--- src/sv/hsbb_pkg.sv ---
// Shared types, constants and helper functions of the hit shape bounding box block.
package hsbb_pkg;

	localparam int CORDIC_STAGES_DEF = 16;
	localparam int FRAC_BITS_DEF     = 8;

	// Quotient bits of the sweep interpolation; if age < sweep, it is <= |end - start|.
	localparam int DIV_BITS = 17;
	localparam int NUM_W    = 34;
	localparam int ZW       = 34;
	localparam int XW       = 34;

	localparam int ANG_W       = 19;
	localparam int ANG_TURN    = 46080;
	localparam int ANG_HALF    = 23040;
	localparam int ANG_QUARTER = 11520;
	localparam int ANG_Q24_SH  = 17;

	localparam logic signed [XW-1:0] GAIN_INV_Q30 = XW'(652032874);

	localparam logic [1:0] SHAPE_BOX     = 2'd0;
	localparam logic [1:0] SHAPE_CIRCLE  = 2'd1;
	localparam logic [1:0] SHAPE_CAPSULE = 2'd2;

	typedef struct packed {
		logic [1:0]         shape_kind;
		logic               melee_arc;
		logic               facing_left;
		logic signed [23:0] anchor_x;
		logic signed [23:0] anchor_y;
		logic [21:0]        size_major;
		logic [21:0]        size_minor;
		logic signed [16:0] start_angle;
		logic signed [16:0] end_angle;
		logic [15:0]        sweep_time;
		logic [15:0]        age_time;
	} item_t;

	typedef struct packed {
		item_t               item;
		logic [NUM_W-1:0]    rem;
		logic [DIV_BITS-1:0] quo;
	} div_word_t;

	typedef struct packed {
		item_t                item;
		logic signed [XW-1:0] x;
		logic signed [XW-1:0] y;
		logic signed [ZW-1:0] z;
		logic                 neg;
	} cordic_word_t;

	// atan(2^-i) in degrees, Q24.
	function automatic logic signed [ZW-1:0] atan_q24(input int unsigned i);
		logic signed [ZW-1:0] r;
		unique case (i)
			0:  r = ZW'(754974720);
			1:  r = ZW'(445687602);
			2:  r = ZW'(235489088);
			3:  r = ZW'(119537938);
			4:  r = ZW'(60000934);
			5:  r = ZW'(30029717);
			6:  r = ZW'(15018523);
			7:  r = ZW'(7509720);
			8:  r = ZW'(3754917);
			9:  r = ZW'(1877466);
			10: r = ZW'(938734);
			11: r = ZW'(469367);
			12: r = ZW'(234684);
			13: r = ZW'(117342);
			14: r = ZW'(58671);
			15: r = ZW'(29335);
			16: r = ZW'(14668);
			17: r = ZW'(7334);
			18: r = ZW'(3667);
			19: r = ZW'(1833);
			20: r = ZW'(917);
			21: r = ZW'(458);
			22: r = ZW'(229);
			23: r = ZW'(115);
			default: r = '0;
		endcase
		return r;
	endfunction

	function automatic logic signed [23:0] sat24(input logic signed [26:0] v);
		logic signed [23:0] r;
		if (v > 27'sd8388607) begin
			r = 24'sd8388607;
		end else if (v < -27'sd8388608) begin
			r = -24'sd8388608;
		end else begin
			r = v[23:0];
		end
		return r;
	endfunction

	function automatic logic signed [15:0] sat16(input logic signed [27:0] v);
		logic signed [15:0] r;
		if (v > 28'sd32767) begin
			r = 16'sd32767;
		end else if (v < -28'sd32768) begin
			r = -16'sd32768;
		end else begin
			r = v[15:0];
		end
		return r;
	endfunction

endpackage

--- src/sv/hsbb_div_cell.sv ---
// One restoring division cell: decides one quotient bit of the sweep interpolation.
module hsbb_div_cell #(
	parameter int BIT = 0
) (
	input  logic                clk,
	input  logic                arst_n,
	input  logic                en,
	input  logic                in_vld,
	input  hsbb_pkg::div_word_t in_word,
	output logic                out_vld,
	output hsbb_pkg::div_word_t out_word
);

	logic [hsbb_pkg::NUM_W:0] dvs_sh;
	logic [hsbb_pkg::NUM_W:0] trial;
	hsbb_pkg::div_word_t      nxt;

	always_comb begin
		// The divisor is twice the sweep time.
		dvs_sh = (hsbb_pkg::NUM_W+1)'({in_word.item.sweep_time, 1'b0}) << BIT;
		trial  = {1'b0, in_word.rem} - dvs_sh;
		nxt    = in_word;
		if (!trial[hsbb_pkg::NUM_W]) begin
			nxt.rem      = trial[hsbb_pkg::NUM_W-1:0];
			nxt.quo[BIT] = 1'b1;
		end
	end

	always_ff @(posedge clk or negedge arst_n) begin
		if (!arst_n) begin
			out_vld <= 1'b0;
		end else if (en) begin
			out_vld <= in_vld;
		end
	end

	always_ff @(posedge clk) begin
		if (en) begin
			out_word <= nxt;
		end
	end

endmodule

--- config.mk ---
export PLATFORM = sky130hd
export DESIGN_NAME = hsbb_div_cell
export DESIGN_NICKNAME = d
export VERILOG_FILES = /design/src/sv/hsbb_pkg.sv /design/src/sv/hsbb_div_cell.sv
export SDC_FILE = /design/constraint.sdc
export NUM_CORES = 1
export LEC_CHECK = 0
export BUFFER_PORTS_ARGS = -buffer_cell sky130_fd_sc_hd__buf_2
export CELL_PAD_IN_SITES_DETAIL_PLACEMENT = 2
export CELL_PAD_IN_SITES_GLOBAL_PLACEMENT = 2
export CORE_AREA = 2 2 168 170
export DETAILED_ROUTE_END_ITERATION = 8
export DIE_AREA = 0 0 170 172
export GPL_TIMING_DRIVEN = 1
export PLACE_DENSITY = 0.81
export SYNTH_ARGS = -nofsm -noshare
export SYNTH_HDL_FRONTEND = slang
export SYNTH_SLANG_ARGS = --single-unit
--- constraint.sdc ---
create_clock -name clk -period 1.8 [get_ports clk]
set_input_delay 0.27 -clock clk [delete_from_list [all_inputs] [get_ports clk]]
set_output_delay 0.27 -clock clk [all_outputs]
set_load 0.03 [all_outputs]
==> impl_metrics.json <==
{
  "hold_violations": 0,
  "synth_top_area_cell": "edfxtp_1",
  "p_switching_mw": 4.25,
  "p_int_mw": 10.1,
  "worstSetupStartpointType": "input port",
  "clk_latency_ns": 0.53,
  "syn-num-nets": 656,
  "drt-initial-drc-count": 410,
  "netlist_area_um2": 7880,
  "fin_skew_ns": 0,
  "finalSetupViolCount": 34,
  "use_met2_pct": 53.2,
  "min_from": "in_word[75]",
  "worstHoldPathCells": 2,
  "port-buffer-count": 430,
  "violations": "negative setup slack",
  "worstPathMaxFanout": 7,
  "syn2layout_area_growth_pct": 85.2,
  "period_needed_ns": 2.09,
  "ys_warn_count": 0,
  "die_y_um": 172,
  "critical_path_arrival_ns": 2.35,
  "vdd.ir_drop.worst_mv": 0.722,
  "r2r_end": "out_vld",
  "drive_gt1_share_pct": 56.5,
  "grtUsageMet1_pct": 28.5,
  "dp_slack_ns": -1.11,
  "synth_edf_count": 213,
  "top_usage_layer": "met2",
  "cts_sinks": 214,
  "grt_max_degree": 48,
  "vias": 7126,
  "drc": 0,
  "slew_headroom_pct": 71.0,
  "fin_tns_setup_ns": -5.96,
  "dieWidth_um": 170,
  "grt_use_total_pct": 27.4,
  "pwr-share-seq_pct": 43.0,
  "ios": 431,
  "power.leakage_nw": 6.27,
  "synth-seq-area-share_pct": 81.4,
  "crit_required_ns": 2.06,
  "reg2reg_slack_ns": 1.03,
  "worst_pin_slew_ns": 0.432,
  "maxSlewViolCount": 0,
  "hpwl_um": 24100,
  "worstSetupPathType": "in2reg",
  "hold_end": "out_word[75]",
  "start_util_pct": 28.7,
  "cp-end-kind": "register",
  "fin_nets": 1390,
  "pwr-share-comb_pct": 21.4,
  "layout_common_cells": "424 x buf_2, 213 x edfxtp_1, 179 x dlygate4sd3_1, 77 x buf_4, 26 x clkbuf_16",
  "clk_pin_slew_ns": 0.06,
  "dieArea_um2": 29200,
  "max_freq_mhz": 479,
  "postRouteAntennaNets": 0,
  "syn_inst": 422,
  "ys_types": 50,
  "avgViaCountPerCell": 4.68,
  "switching_share_pct": 29.6,
  "met3_usage_pct": 5.68,
  "grt_first_pass_wirelength_um": 57100,
  "cts_tree": "done",
  "final_common_cell": "buf_2",
  "gr-total-overflow": 0,
  "routed_wl_um": 41800,
  "syn_avg_cell_area_um2": 18.7,
  "async_flop_share_pct": 0.467,
  "grt_pass1_vias": 8176,
  "wire_per_inst_um": 27.4,
  "htree_levels": 1,
  "cts_buffers": 26,
  "rsz0062_at_grt": "true",
  "synth-seq-cells": 214,
  "drt-pass1-iter-count": 4,
  "design_power_total_mw": 14.4,
  "crit-reg2reg-launch": "out_vld",
  "hp-class": "in2reg",
  "worst_slack_ns": -0.286,
  "worstRegToRegCells": 1,
  "rows": 61,
  "drv_cap": 0,
  "yosys.area.top_type_share_pct": 81.1,
  "ys_top_cells_by_area": "edfxtp_1 81%, ha_1 2.5%, xor2_1 1.7%",
  "coreArea_um2": 27500,
  "status": "complete, but fails checks",
  "finalCritPeriodShare_pct": 116,
  "antenna_found_initial": 4,
  "root_buffer": "clkbuf_16",
  "clkPwrFrac_pct": 35.7,
  "power.density_nw_per_um2": 983,
  "synthFlopType": "edfxtp_1",
  "gp_congestion": 0.770,
  "cts_buffer_depth": 3
}
## worst max path at each step
stage | depth (start not counted) | slack, ns | startpoint | endpoint
3_5_place_dp | 12 | -1.11 | in_word[18] | out_word[48]
5_1_grt | 12 | -0.31 | in_word[18] | out_word[34]
4_1_cts | 12 | -0.21 | in_word[18] | out_word[34]
3_3_place_gp | 12 | -1.05 | in_word[18] | out_word[34]
2_1_floorplan | 12 | -0.67 | in_word[18] | out_word[34]
6_report | 8 | -0.29 | in_word[38] | out_word[26]
## cells in the mapped netlist, types with 2 or more instances
cell type,n
nor4_2,3
buf_6,3
or4_1,4
o21ai_0,4
or4_4,2
nand2_1,26
nor3_1,5
a21oi_1,12
o32ai_1,2
mux2_1,3
xor2_1,15
a31oi_1,2
nor2_1,12
inv_1,24
o21a_1,2
nor4_1,2
edfxtp_1,213
nand4_1,2
nor3_2,4
o21ai_1,12
a21o_1,3
nand2b_1,3
ha_1,16
nand3_1,2
xnor2_1,14
or3_1,8
## power by group through the flow
stage	Combinational, mW	Sequential [mW]	Clock [mW]
after floorplan	0.329	7.07	0
after global placement	2.26	6.17	0
after detailed placement	2.36	6.22	0
after CTS	2.83	6.13	5.09
after global routing	3.19	6.20	5.38
final	3.07	6.17	5.12
## registers in the layout (all words and copies together) (netlist names)
register and count:
out_word 213, out_vld 1
## final cells by class
class                           count  area [um^2]
Tap cell                          346          433
Inverter                           24          105
Multi-Input combinational cell    179         1920
Clock inverter                     12          114
Fill cell                        2596        12900
Sequential cell                   214         6420
Timing Repair Buffer              711         4910
Clock buffer                       36          688
Antenna cell                        1         2.50
## per-layer routing
metal  part of all wire [%]  routed length, um  vias up
met2                     55              22900      337
li1                       -                  -     3097
met3                    5.7               2360      106
met4                    5.0               2090        6
met5                  0.086                 36        -
met1                     34              14300     3580
## critical path: stages
cell and delay (ns):
buf_8 0.10, or4_4 0.56, nor3_4 0.21, nand4_1 0.13
buf_6 0.16, nor3_4 0.37, buf_8 0.22, mux2_4 0.31
## through the flow
stage               util (%)  area, um^2  instances  hold WS, ns
detailed placement      40.7       11200       1274       0.0660
floorplan                  -        7950        422      -0.0256
global route            53.1       14600       1523       0.0333
finish                  53.1       14600       1523       0.0499
global placement        40.7       11200       1274       0.0610
CTS                     52.1       14300       1513      0.00586
## what timing repair did
| item | in CTS | in global routing |
|---|---|---|
| resized for setup | 93 | 49 |
| buffers inserted | 9 | 14 |
| endpoints found under the setup margin | 34 | 34 |
| cloned | 3 | 0 |
| hold buffers | 179 | 0 |
| hold endpoints to repair | 179 | 0 |
| pin swaps | 42 | 30 |
## cell families (layout without fill, tap and decap cells)
kind of cell / count (synthesis) / in the layout / share of synthesized area, %
other: 0 / 1 / 0
DFF: 214 / 214 / 81.4
AOI/OAI and AO/OA: 48 / 49 / 4.35
muxes: 5 / 5 / 0.698
adders and majority gates: 17 / 17 / 2.79
xor gates and xnor gates: 29 / 29 / 3.22
and+or+nand+nor: 79 / 79 / 5.71
buffers and inverters: 30 / 783 / 1.78
(Power assumes the default switching activity.)
