File: src/sv/hsbb_pkg.sv
// Shared types, constants and helper functions of the hit shape bounding box block.
package hsbb_pkg;

	localparam int CORDIC_STAGES_DEF = 16;
	localparam int FRAC_BITS_DEF     = 8;

	// Quotient bits of the sweep interpolation; if age < sweep, it is <= |end - start|.
	localparam int DIV_BITS = 17;
	localparam int NUM_W    = 34;
	localparam int ZW       = 34;
	localparam int XW       = 34;

	localparam int ANG_W       = 19;
	localparam int ANG_TURN    = 46080;
	localparam int ANG_HALF    = 23040;
	localparam int ANG_QUARTER = 11520;
	localparam int ANG_Q24_SH  = 17;

	localparam logic signed [XW-1:0] GAIN_INV_Q30 = XW'(652032874);

	localparam logic [1:0] SHAPE_BOX     = 2'd0;
	localparam logic [1:0] SHAPE_CIRCLE  = 2'd1;
	localparam logic [1:0] SHAPE_CAPSULE = 2'd2;

	typedef struct packed {
		logic [1:0]         shape_kind;
		logic               melee_arc;
		logic               facing_left;
		logic signed [23:0] anchor_x;
		logic signed [23:0] anchor_y;
		logic [21:0]        size_major;
		logic [21:0]        size_minor;
		logic signed [16:0] start_angle;
		logic signed [16:0] end_angle;
		logic [15:0]        sweep_time;
		logic [15:0]        age_time;
	} item_t;

	typedef struct packed {
		item_t               item;
		logic [NUM_W-1:0]    rem;
		logic [DIV_BITS-1:0] quo;
	} div_word_t;

	typedef struct packed {
		item_t                item;
		logic signed [XW-1:0] x;
		logic signed [XW-1:0] y;
		logic signed [ZW-1:0] z;
		logic                 neg;
	} cordic_word_t;

	// atan(2^-i) in degrees, Q24.
	function automatic logic signed [ZW-1:0] atan_q24(input int unsigned i);
		logic signed [ZW-1:0] r;
		unique case (i)
			0:  r = ZW'(754974720);
			1:  r = ZW'(445687602);
			2:  r = ZW'(235489088);
			3:  r = ZW'(119537938);
			4:  r = ZW'(60000934);
			5:  r = ZW'(30029717);
			6:  r = ZW'(15018523);
			7:  r = ZW'(7509720);
			8:  r = ZW'(3754917);
			9:  r = ZW'(1877466);
			10: r = ZW'(938734);
			11: r = ZW'(469367);
			12: r = ZW'(234684);
			13: r = ZW'(117342);
			14: r = ZW'(58671);
			15: r = ZW'(29335);
			16: r = ZW'(14668);
			17: r = ZW'(7334);
			18: r = ZW'(3667);
			19: r = ZW'(1833);
			20: r = ZW'(917);
			21: r = ZW'(458);
			22: r = ZW'(229);
			23: r = ZW'(115);
			default: r = '0;
		endcase
		return r;
	endfunction

	function automatic logic signed [23:0] sat24(input logic signed [26:0] v);
		logic signed [23:0] r;
		if (v > 27'sd8388607) begin
			r = 24'sd8388607;
		end else if (v < -27'sd8388608) begin
			r = -24'sd8388608;
		end else begin
			r = v[23:0];
		end
		return r;
	endfunction

	function automatic logic signed [15:0] sat16(input logic signed [27:0] v);
		logic signed [15:0] r;
		if (v > 28'sd32767) begin
			r = 16'sd32767;
		end else if (v < -28'sd32768) begin
			r = -16'sd32768;
		end else begin
			r = v[15:0];
		end
		return r;
	endfunction

endpackage

File: src/sv/hsbb_cordic_cell.sv
// One rotation-mode CORDIC cell with a fixed shift and arctangent constant.
module hsbb_cordic_cell #(
	parameter int unsigned IDX = 0
) (
	input  logic                   clk,
	input  logic                   arst_n,
	input  logic                   en,
	input  logic                   in_vld,
	input  hsbb_pkg::cordic_word_t in_word,
	output logic                   out_vld,
	output hsbb_pkg::cordic_word_t out_word
);

	localparam logic signed [hsbb_pkg::ZW-1:0] ATAN = hsbb_pkg::atan_q24(IDX);

	logic signed [hsbb_pkg::XW-1:0] xs;
	logic signed [hsbb_pkg::XW-1:0] ys;
	hsbb_pkg::cordic_word_t         nxt;

	always_comb begin
		xs  = $signed(in_word.x) >>> IDX;
		ys  = $signed(in_word.y) >>> IDX;
		nxt = in_word;
		if (!in_word.z[hsbb_pkg::ZW-1]) begin
			nxt.x = in_word.x - ys;
			nxt.y = in_word.y + xs;
			nxt.z = in_word.z - ATAN;
		end else begin
			nxt.x = in_word.x + ys;
			nxt.y = in_word.y - xs;
			nxt.z = in_word.z + ATAN;
		end
	end

	always_ff @(posedge clk or negedge arst_n) begin
		if (!arst_n) begin
			out_vld <= 1'b0;
		end else if (en) begin
			out_vld <= in_vld;
		end
	end

	always_ff @(posedge clk) begin
		if (en) begin
			out_word <= nxt;
		end
	end

endmodule
File: config.mk
export PLATFORM = sky130hd
export DESIGN_NAME = hsbb_cordic_cell
export DESIGN_NICKNAME = d
export VERILOG_FILES = /design/src/sv/hsbb_pkg.sv /design/src/sv/hsbb_cordic_cell.sv
export SDC_FILE = /design/constraint.sdc
export NUM_CORES = 1
export LEC_CHECK = 0
export BUFFER_PORTS_ARGS = -buffer_cell sky130_fd_sc_hd__buf_2
export CAP_MARGIN = 20
export CORE_AREA = 3 3 204 206
export CTS_BUF_LIST = sky130_fd_sc_hd__clkbuf_8 sky130_fd_sc_hd__clkbuf_16
export DETAILED_ROUTE_END_ITERATION = 10
export DIE_AREA = 0 0 207 209
export GPL_ROUTABILITY_DRIVEN = 1
export PLACE_DENSITY = 0.64
export SKIP_CTS_REPAIR_TIMING = 1
export SYNTH_ARGS = -nofsm -noshare
export SYNTH_HDL_FRONTEND = slang
export SYNTH_SLANG_ARGS = --single-unit
File: constraint.sdc
create_clock -name clk -period 1.5 [get_ports clk]
set_clock_uncertainty 0.2 [all_clocks]
set_input_delay 0.3 -clock clk [delete_from_list [all_inputs] [get_ports clk]]
set_output_delay 0.3 -clock clk [all_outputs]
set_load 0.02 [all_outputs]
==> results of run 1 <==
[synth_stat cells, types with 4 or more instances]
cell type  instances  share of area, %
a311oi_1           4              0.25
a21o_1            13              0.68
nand2_1           53               1.4
a21oi_1          131               4.6
buf_1             12              0.32
or3_1             10              0.44
inv_1            107               2.8
mux2i_1           11              0.77
xor2_1             5              0.31
o21ai_1            4              0.14
o21ai_0           76               2.7
nor2b_1           14              0.61
nor2_1            77               2.0
clkbuf_1          28              0.74
xnor2_1           65               4.0
and2_1             5              0.22
ha_1             107               9.4
and4_1             4              0.25
fa_1               4              0.56
o41ai_1            5              0.31
nand4_1           12              0.53
nand3_1           15              0.53
a31oi_1            7              0.31
nor4_1             7              0.31
a211oi_1          17              0.90
edfxtp_1         264                56
o211ai_1          12              0.63
o221ai_1           5              0.31
or4_1              4              0.21
buf_2              7              0.25
o311ai_1           4              0.25
o21a_1             9              0.47
nand2b_1           5              0.22
nor3_1            21              0.74
o21bai_1          25               1.3
o31ai_1           19               1.0
[how the worst max path moves through the flow]
stage	startpoint	to	slack, ns	depth (start not counted)
4_1_cts	in_word[35]	out_word[101]	-1.14	11
5_1_grt	in_word[69]	out_word[99]	-1.16	12
6_report	in_word[54]	out_word[101]	-1.10	12
3_5_place_dp	in_word[35]	out_word[101]	-1.75	11
3_3_place_gp	in_word[35]	out_word[101]	-1.71	11
2_1_floorplan	in_word[35]	out_word[63]	-1.28	10
[cell families (layout without fill, tap and decap cells)]
group | Yosys count | count (layout) | share of synthesized area, %
AOI/OAI and AO/OA | 369 | 369 | 16.67
xor gates and xnor gates | 70 | 70 | 4.303
adders and majority gates | 111 | 111 | 9.959
buffers and inverters | 158 | 1323 | 4.250
DFF | 265 | 265 | 55.82
muxes | 13 | 13 | 0.9572
other | 0 | 7 | 0
and+or+nand+nor | 237 | 237 | 8.044
[layer usage]
layer | wire length, um | share of wire (%) | vias up | GRT usage, %
li1 | - | - | 6825 | -
met2 | 33670 | 47 | 834 | 43.34
met3 | 5504 | 7.7 | 159 | 7.041
met1 | 29320 | 41 | 7674 | 37.12
met4 | 3192 | 4.5 | 2 | 10.07
met5 | 9 | 0.013 | - | 0
[power by group]
group	internal, mW	total, mW	switching, mW
clock	4.33	7.56	3.23
sequential	9.13	9.59	0.455
combinational	4.50	9.28	4.78
[registers in the layout (all words and copies together) (netlist names)]
register / flops
out_word: 264
out_vld: 1
[cell type report]
cell class	instances	area share [%]
multi-input combinational	800	27.09
antenna	7	0.06413
clock buffer	32	2.890
clock inverter	24	0.7787
inverter	110	1.796
tap	525	2.405
timing repair buffer	1157	35.86
sequential	265	29.11
[through the flow]
step / cell area, um^2 / setup WS (ns) / std cells / TNS (ns) / hold WS [ns]
global placement: 21040 / -1.713 / 2614 / -87.89 / -0.1254
floorplan: 15120 / -1.284 / 1223 / -56.48 / -0.1956
CTS: 22040 / -1.141 / 2670 / -84.49 / -0.7223
detailed placement: 21040 / -1.747 / 2614 / -89.71 / -0.1145
global route: 27300 / -1.157 / 2916 / -89.42 / 0.04114
finish: 27310 / -1.099 / 2920 / -76.98 / 0.04870
[cell usage in the layout, fill, tap and decap left out, drive strengths merged, types with 7 or more instances in the layout]
master	n
inv	116
nand2	53
clkbuf	34
diode	7
o21bai	25
nor2	77
a31oi	7
or3	10
dlygate4sd3	194
buf	961
clkinv	15
o21ai	80
o31ai	21
a211oi	19
edfxtp	264
mux2i	11
a21o	13
nor2b	14
o211ai	13
xnor2	65
nor3	22
a21oi	131
o21a	9
nor4	7
nand3	15
ha	107
nand4	12
[critical path, cell delays in order]
cell      delay, ns
buf_2          0.10
inv_1          0.06
ha_4           0.28
buf_4          0.18
nand2_1        0.11
o21ai_0        0.46
o21ba_2        0.21
o31ai_1        0.09
o2111a_1       0.25
o311ai_2       0.32
o311ai_2       0.18
xnor2_1        0.17
==> impl_metrics.tcl, run 1 <==
set metrics [dict create \
    outcome "complete, but fails checks" \
    violations "setup timing" \
    reg2reg_from "out_vld" \
    syn_inst 1223 \
    syn2layout_area_growth_pct 91.72 \
    worstHoldStart "in_word[32]" \
    cts_sinks 265 \
    cts_made_buffers 30 \
    antenna_found_initial 6 \
    synth_ff_type "edfxtp_1" \
    cts_root_buffer "clkbuf_16" \
    drtAntennaViolNets 0 \
    yosys_register_bits 265 \
    hold_viol 0 \
    cts.clk_slew.worst_paths_ns 0.06 \
    max_cap_viol_count 0 \
    rsz0062_at_grt "true" \
    grt_max_degree 39 \
    yosysSeqAreaShare_pct 55.82 \
    final_util_pct 68.59 \
    clk_path_buf_depth 3 \
    crit_path_end_kind "register" \
    nFillCells 2776 \
    dieArea_um2 43260 \
    multi_input_area_um2 7401 \
    grt_usage_pct 27.61 \
    setup_viol 329 \
    clock_latency_ns 0.58 \
    total_power_mw 26.43 \
    crit_arrival_ns 2.71 \
    dr.pass1.iters 6 \
    synth_area_um2 14250 \
    p_leak_nw 11.76 \
    regArea_um2 7953 \
    fmax_mhz 384.8 \
    drc 0 \
    p_per_area_nw_per_um2 967.4 \
    syn-mean-instance-area_um2 11.65 \
    drt_iter0_drc 1335 \
    critPathKind "in2reg" \
    fp.dieW_um 207 \
    startpoint_type "input port" \
    grt_pass1_vias 13460 \
    finalCriticalPeriod_ns 2.599 \
    worst_r2r_endpoint "out_vld" \
    drv_slew 0 \
    cts_tree "done" \
    critPathMaxFanout 10 \
    nNetsFinal 2744 \
    worstMarginPinSlew_ns 0.5809 \
    r2r_cells 1 \
    ir_drop_v 0.0008722 \
    synth-edff-count 264 \
    place_congestion 0.9928 \
    via_per_inst 5.306 \
    yosys_warnings 0 \
    port_buffers 534 \
    vias 15490 \
    synth_cell_types 73 \
    design.core.area_um2 39820 \
    async_reset_ff_share_pct 0.3774 \
    routed_wl_mm 71.69 \
    synth_nets 1603 \
    pin_count 535 \
    start_util_pct 35.78 \
    hold_path.class "in2reg" \
    drive_above_1_share_pct 53.81 \
    min_path_cells 3 \
    dp_hpwl_mm 52.16 \
    fp-row-count 73 \
    cts_htree_levels 1 \
    rrSetupSlack_ns 0.40 \
    relSlewSlack_pct 61.04 \
    grt_pass1_wl_mm 89.87 \
    finalWorstSetupSlack_ns -1.099 \
    cp.required_ns 1.61 \
    holdPathEnd "out_word[32]" \
    die_h_um 209 \
    period_share_pct 173.3 \
    wl_per_cell_um 24.55 \
    grt_overflow 0 \
]
Power figures use the tool's default switching activity.
==> run 2, diff against run 1 <==
--- a/config.mk
+++ b/config.mk
@@ -7,12 +7,12 @@
 export LEC_CHECK = 0
 export BUFFER_PORTS_ARGS = -buffer_cell sky130_fd_sc_hd__buf_2
 export CAP_MARGIN = 20
-export CORE_AREA = 3 3 204 206
+export CORE_AREA = 3 3 206 208
 export CTS_BUF_LIST = sky130_fd_sc_hd__clkbuf_8 sky130_fd_sc_hd__clkbuf_16
 export DETAILED_ROUTE_END_ITERATION = 10
-export DIE_AREA = 0 0 207 209
+export DIE_AREA = 0 0 209 211
 export GPL_ROUTABILITY_DRIVEN = 1
-export PLACE_DENSITY = 0.64
+export PLACE_DENSITY = 0.63
 export SKIP_CTS_REPAIR_TIMING = 1
 export SYNTH_ARGS = -nofsm -noshare
 export SYNTH_HDL_FRONTEND = slang
==> constraint.sdc (replaced) <==
create_clock -name clk -period 2.5 [get_ports clk]
set_clock_uncertainty 0.2 [all_clocks]
set_input_delay 0.5 -clock clk [delete_from_list [all_inputs] [get_ports clk]]
set_output_delay 0.5 -clock clk [all_outputs]
set_load 0.02 [all_outputs]
==> run 2 against run 1 <==
The flow still finishes with violations (setup timing). First-iteration DRC count fell by 5.7%. Final area fell by 8.6%. Clock power fell by 37%. Via count down 3.4%. Sequential power is 41% lower. Cell count shrank 1.4%. Critical path type unchanged.
==> impl_metrics.tcl, run 2 (synthesis results as in run 1) <==
set metrics [dict create \
    outcome "complete, but fails checks" \
    violations "setup timing" \
    hold_path.class "in2reg" \
    nNetsFinal 2700 \
    startpoint_type "input port" \
    max_cap_viol_count 0 \
    wl_per_cell_um 24.56 \
    mostFrequentLayoutCell "buf_2" \
    fp.dieW_um 209 \
    grt_pass1_vias 13580 \
    cts_tree "done" \
    die_h_um 211 \
    dp_hpwl_mm 54.94 \
    p_leak_nw 10.91 \
    largest_reg_flops 264 \
    start_util_pct 34.97 \
    cts_root_buffer "clkbuf_16" \
    holdPathEnd "out_word[25]" \
    cts_sinks 265 \
    relSlewSlack_pct 50.85 \
    regMostFlops "out_word" \
    drc 0 \
    dr.pass1.iters 5 \
    crit_path_end_kind "register" \
    timing.hold.ws_ns 0.03929 \
    fmax_mhz 364.0 \
    setup_viol 31 \
    drt_iter0_drc 1259 \
    antenna_found_initial 4 \
    routed_wl_mm 70.71 \
    drive_above_1_share_pct 50.30 \
    place_congestion 0.9514 \
    via_per_inst 5.200 \
    preCtsSetupSlack_ns -1.047 \
    worstMarginPinSlew_ns 0.7296 \
    cts_htree_levels 1 \
    worst_r2r_endpoint "out_vld" \
    pin_count 535 \
    finalWorstSetupSlack_ns -0.2473 \
    finalNonFillerCells 2879 \
    hold_viol 0 \
    cts.clk_slew.worst_paths_ns 0.06 \
    cp.required_ns 2.69 \
    syn2layout_area_growth_pct 75.28 \
    cts_made_buffers 31 \
    vias 14970 \
    worstHoldStart "in_word[25]" \
    p_per_area_nw_per_um2 610.1 \
    fp-row-count 74 \
    ir_drop_v 0.0005167 \
    most-common-layout-cells "buf_2 (513), buf_4 (367), edfxtp_1 (264)" \
    drv_slew 0 \
    period_share_pct 109.9 \
    finalCriticalPeriod_ns 2.747 \
    drtAntennaViolNets 0 \
    grt_pass1_wl_mm 92.56 \
    biggestRegsByFlops "out_word x264, out_vld x1" \
    clk_path_buf_depth 3 \
    rrSetupSlack_ns 1.52 \
    reg2reg_from "out_vld" \
    finalSetupTns_ns -3.288 \
    rsz0062_at_grt "true" \
    grt_overflow 0 \
    min_path_cells 2 \
    critPathKind "in2reg" \
    grt_usage_pct 28.48 \
    design.core.area_um2 40740 \
    critPathMaxFanout 4 \
    dp.cells 2602 \
    clock_latency_ns 0.56 \
    port_buffers 534 \
    grt_max_degree 49 \
    crit_arrival_ns 2.94 \
    dieArea_um2 44100 \
    r2r_cells 1 \
]
run 2: metal layers:
metal | vias up | part of all wire, % | GRT usage (%) | wire, um
met2 | 802 | 46 | 44.20 | 32790
met1 | 7292 | 41 | 38.59 | 29260
met5 | - | 0.018 | 0 | 13
li1 | 6730 | - | - | -
met3 | 144 | 8.3 | 7.530 | 5837
met4 | 2 | 4.0 | 10.53 | 2809
run 2: report_power, final:
part           switching (mW)  total, mW  internal (mW)
clock network            1.99       4.76           2.76
logic                    2.75       4.83           2.08
registers               0.178       5.64           5.47
total                    4.92       15.2           10.3
run 2: worst max-delay path, cell delays in order:
cell and delay (ns):
buf_8 0.10, ha_4 0.15, fa_2 0.35, nor2b_4 0.15
o21ai_4 0.20, a2111oi_4 0.14, o31ai_4 0.30, a2111oi_4 0.15
o31ai_4 0.38, mux2_4 0.34, a211oi_2 0.17
run 2: how the worst max path moves through the flow:
stage	startpoint	slack, ns	cells past startpoint	end
global placement	in_word[36]	-1.07	12	out_word[66]
floorplan	in_word[35]	-0.48	10	out_word[63]
detailed placement	in_word[36]	-1.05	12	out_word[66]
finish	in_word[35]	-0.25	11	out_word[63]
global route	in_word[35]	-0.30	11	out_word[63]
CTS	in_word[36]	-0.43	12	out_word[66]
run 2: final cells by class:
class                           instances  area [um^2]
Multi-Input combinational cell        800         6942
Timing Repair Buffer                 1112         7856
Sequential cell                       265         7953
Clock inverter                         24        260.3
Antenna cell                            3        7.507
Tap cell                              532        665.6
Clock buffer                           33        803.3
Inverter                              110        485.5
Fill cell                            3323        15770
run 2: metrics by stage:
stage / util, % / total power [mW] / instance area, um^2
2_1_floorplan: - / 7.711 / 15030
3_3_place_gp: 51.10 / 9.838 / 20820
3_5_place_dp: 51.10 / 9.858 / 20820
4_1_cts: 53.71 / 14.64 / 21880
5_1_grt: 61.29 / 15.76 / 24970
6_report: 61.30 / 15.24 / 24970
==> run 3, diff against run 2 <==
--- a/config.mk
+++ b/config.mk
@@ -13,6 +13,7 @@
 export DIE_AREA = 0 0 209 211
 export GPL_ROUTABILITY_DRIVEN = 1
 export PLACE_DENSITY = 0.63
+export RECOVER_POWER = 25
 export SKIP_CTS_REPAIR_TIMING = 1
 export SYNTH_ARGS = -nofsm -noshare
 export SYNTH_HDL_FRONTEND = slang
==> run 3 against run 2 <==
Worst setup slack improved by 0.0018 ns. The flow still finishes with violations (setup timing). Fmax barely moved. Combinational power barely moved. Global-route usage did not move. Sequential power barely moved. Routed wire length barely moved. Register-to-register slack barely moved. Clock power barely moved. Non-clock buffer count did not move. Largest cell class unchanged. Utilization barely moved. Hold slack improved by 0.0010 ns. Sequential share of layout area barely moved.
==> impl_metrics.tcl, run 3 (synthesis results as in run 1) <==
set metrics [dict create \
    drtAntennaViolNets 0 \
    startpoint_type "input port" \
    hold_path.class "in2async" \
    cts_tree "done" \
    grt_pass1_vias 13580 \
    critPathSlowestCell "o31ai_4" \
    crit_path_end_kind "register" \
    path_delay_family "compound AO/OA/AOI/OAI gates" \
    hold_viol 0 \
    grt_overflow 0 \
    critPathKind "in2reg" \
    start_util_pct 34.97 \
    dieArea_um2 44100 \
    port_buffers 534 \
    drive_above_1_share_pct 50.21 \
    drc 0 \
    biggestRegsByFlops "out_word x264, out_vld x1" \
    cp.depth 11 \
    timing.hold.ws_ns 0.04030 \
    r2r_cells 1 \
    pwr-share-comb_pct 31.7 \
    largest_reg_flops 264 \
    max_cap_viol_count 0 \
    most-common-layout-cells "buf_2 (511), buf_4 (367), edfxtp_1 (264)" \
    fp.dieW_um 209 \
    dp_hpwl_mm 54.94 \
    design.core.area_um2 40740 \
    p_seq_share_pct 37.0 \
    clock_latency_ns 0.56 \
    ir_drop_v 0.0005169 \
    place_congestion 0.9514 \
    cts.clk_slew.worst_paths_ns 0.06 \
    nFillCells 3326 \
    grt_usage_pct 28.48 \
    period_share_pct 109.8 \
    total_power_mw 15.24 \
    switchingPower_mw 4.926 \
    cp.required_ns 2.69 \
    nNetsFinal 2700 \
    rsz0062_at_grt "true" \
    wl_per_cell_um 24.57 \
    finalSetupTns_ns -3.306 \
    internal-power_mw 10.31 \
    outcome "complete, but fails checks" \
    antenna_found_initial 4 \
    routed_wl_mm 70.74 \
    crit_chain "buf_8 > ha_4 > fa_2 > nor2b_4 > o21ai_4 > a2111oi_4 > o31ai_4 > a2111oi_4 > o31ai_4 > mux2_4 > a211oi_2" \
    setup_viol 31 \
    relSlewSlack_pct 32.44 \
    regMostFlops "out_word" \
    drv_slew 0 \
    sw_frac_of_total_pct 32.33 \
    cts_made_buffers 31 \
    cts_htree_levels 1 \
    vias 14930 \
    finalCriticalPeriod_ns 2.746 \
    via_per_inst 5.187 \
    grt_max_degree 49 \
    clk_path_buf_depth 3 \
    clock_power_share_pct 31.3 \
    finalWorstSetupSlack_ns -0.2455 \
    dr.pass1.iters 5 \
    critPathMaxStageDelay_ns 0.38 \
    syn2layout_area_growth_pct 75.19 \
    crit_arrival_ns 2.94 \
    fmax_mhz 364.2 \
    grt_pass1_wl_mm 92.56 \
    violations "setup timing" \
    fp-row-count 74 \
    worstMarginPinSlew_ns 1.013 \
    critPathMaxFanout 4 \
    cts_root_buffer "clkbuf_16" \
    drt_iter0_drc 1262 \
    die_h_um 211 \
    cts_sinks 265 \
    mostFrequentLayoutCell "buf_2" \
    path_buf_inv 1 \
    pin_count 535 \
    p_per_area_nw_per_um2 610.5 \
    p_leak_nw 10.90 \
]
run 3: layout make-up:
type | instances | area [um^2] | share of cell area [%]
Sequential cell | 265 | 7953 | 31.86
Antenna cell | 3 | 7.507 | 0.03008
Inverter | 110 | 485.5 | 1.945
Clock buffer | 33 | 803.3 | 3.218
Timing Repair Buffer | 1112 | 7844 | 31.43
Clock inverter | 24 | 260.3 | 1.043
Multi-Input combinational cell | 800 | 6942 | 27.81
Tap cell | 532 | 665.6 | 2.667
run 3: final timing paths:
path,start,to,slack [ns]
worst min register to register,out_vld,out_vld,0.36
min in group clk,in_word[25],out_word[25],0.08
max in group asynchronous,arst_n,out_vld,1.95
worst max register to register,out_vld,out_vld,1.52
worst max-delay path,in_word[35],out_word[63],-0.25
worst min-delay path,arst_n,out_vld,0.04
run 3: stage by stage:
stage / area [um^2] / instances / worst slack [ns] / util, %
after global placement: 20820 / 2602 / -1.065 / 51.10
final: 24960 / 2879 / -0.2455 / 61.27
after CTS: 21880 / 2659 / -0.4346 / 53.71
after detailed placement: 20820 / 2602 / -1.047 / 51.10
after global routing: 24960 / 2877 / -0.3042 / 61.26
after floorplan: 15030 / 1223 / -0.4837 / -
run 3: metal layers:
layer / GRT usage, % / share of wire [%] / vias to the layer above / wire, um
met5: 0 / 0.018 / - / 13
met4: 10.53 / 3.9 / 2 / 2742
met3: 7.530 / 8.0 / 138 / 5650
met2: 44.20 / 46 / 782 / 32870
met1: 38.59 / 42 / 7282 / 29470
li1: - / - / 6729 / -
run 3: power by group through the flow:
| stage | Sequential (mW) | Clock [mW] | Combinational [mW] |
|---|---|---|---|
| 4_1_cts | 5.63 | 4.84 | 4.17 |
| 5_1_grt | 5.67 | 5.01 | 5.07 |
| 3_5_place_dp | 5.71 | 0 | 4.15 |
| 6_report | 5.64 | 4.76 | 4.83 |
| 3_3_place_gp | 5.71 | 0 | 4.13 |
| 2_1_floorplan | 6.29 | 0 | 1.42 |
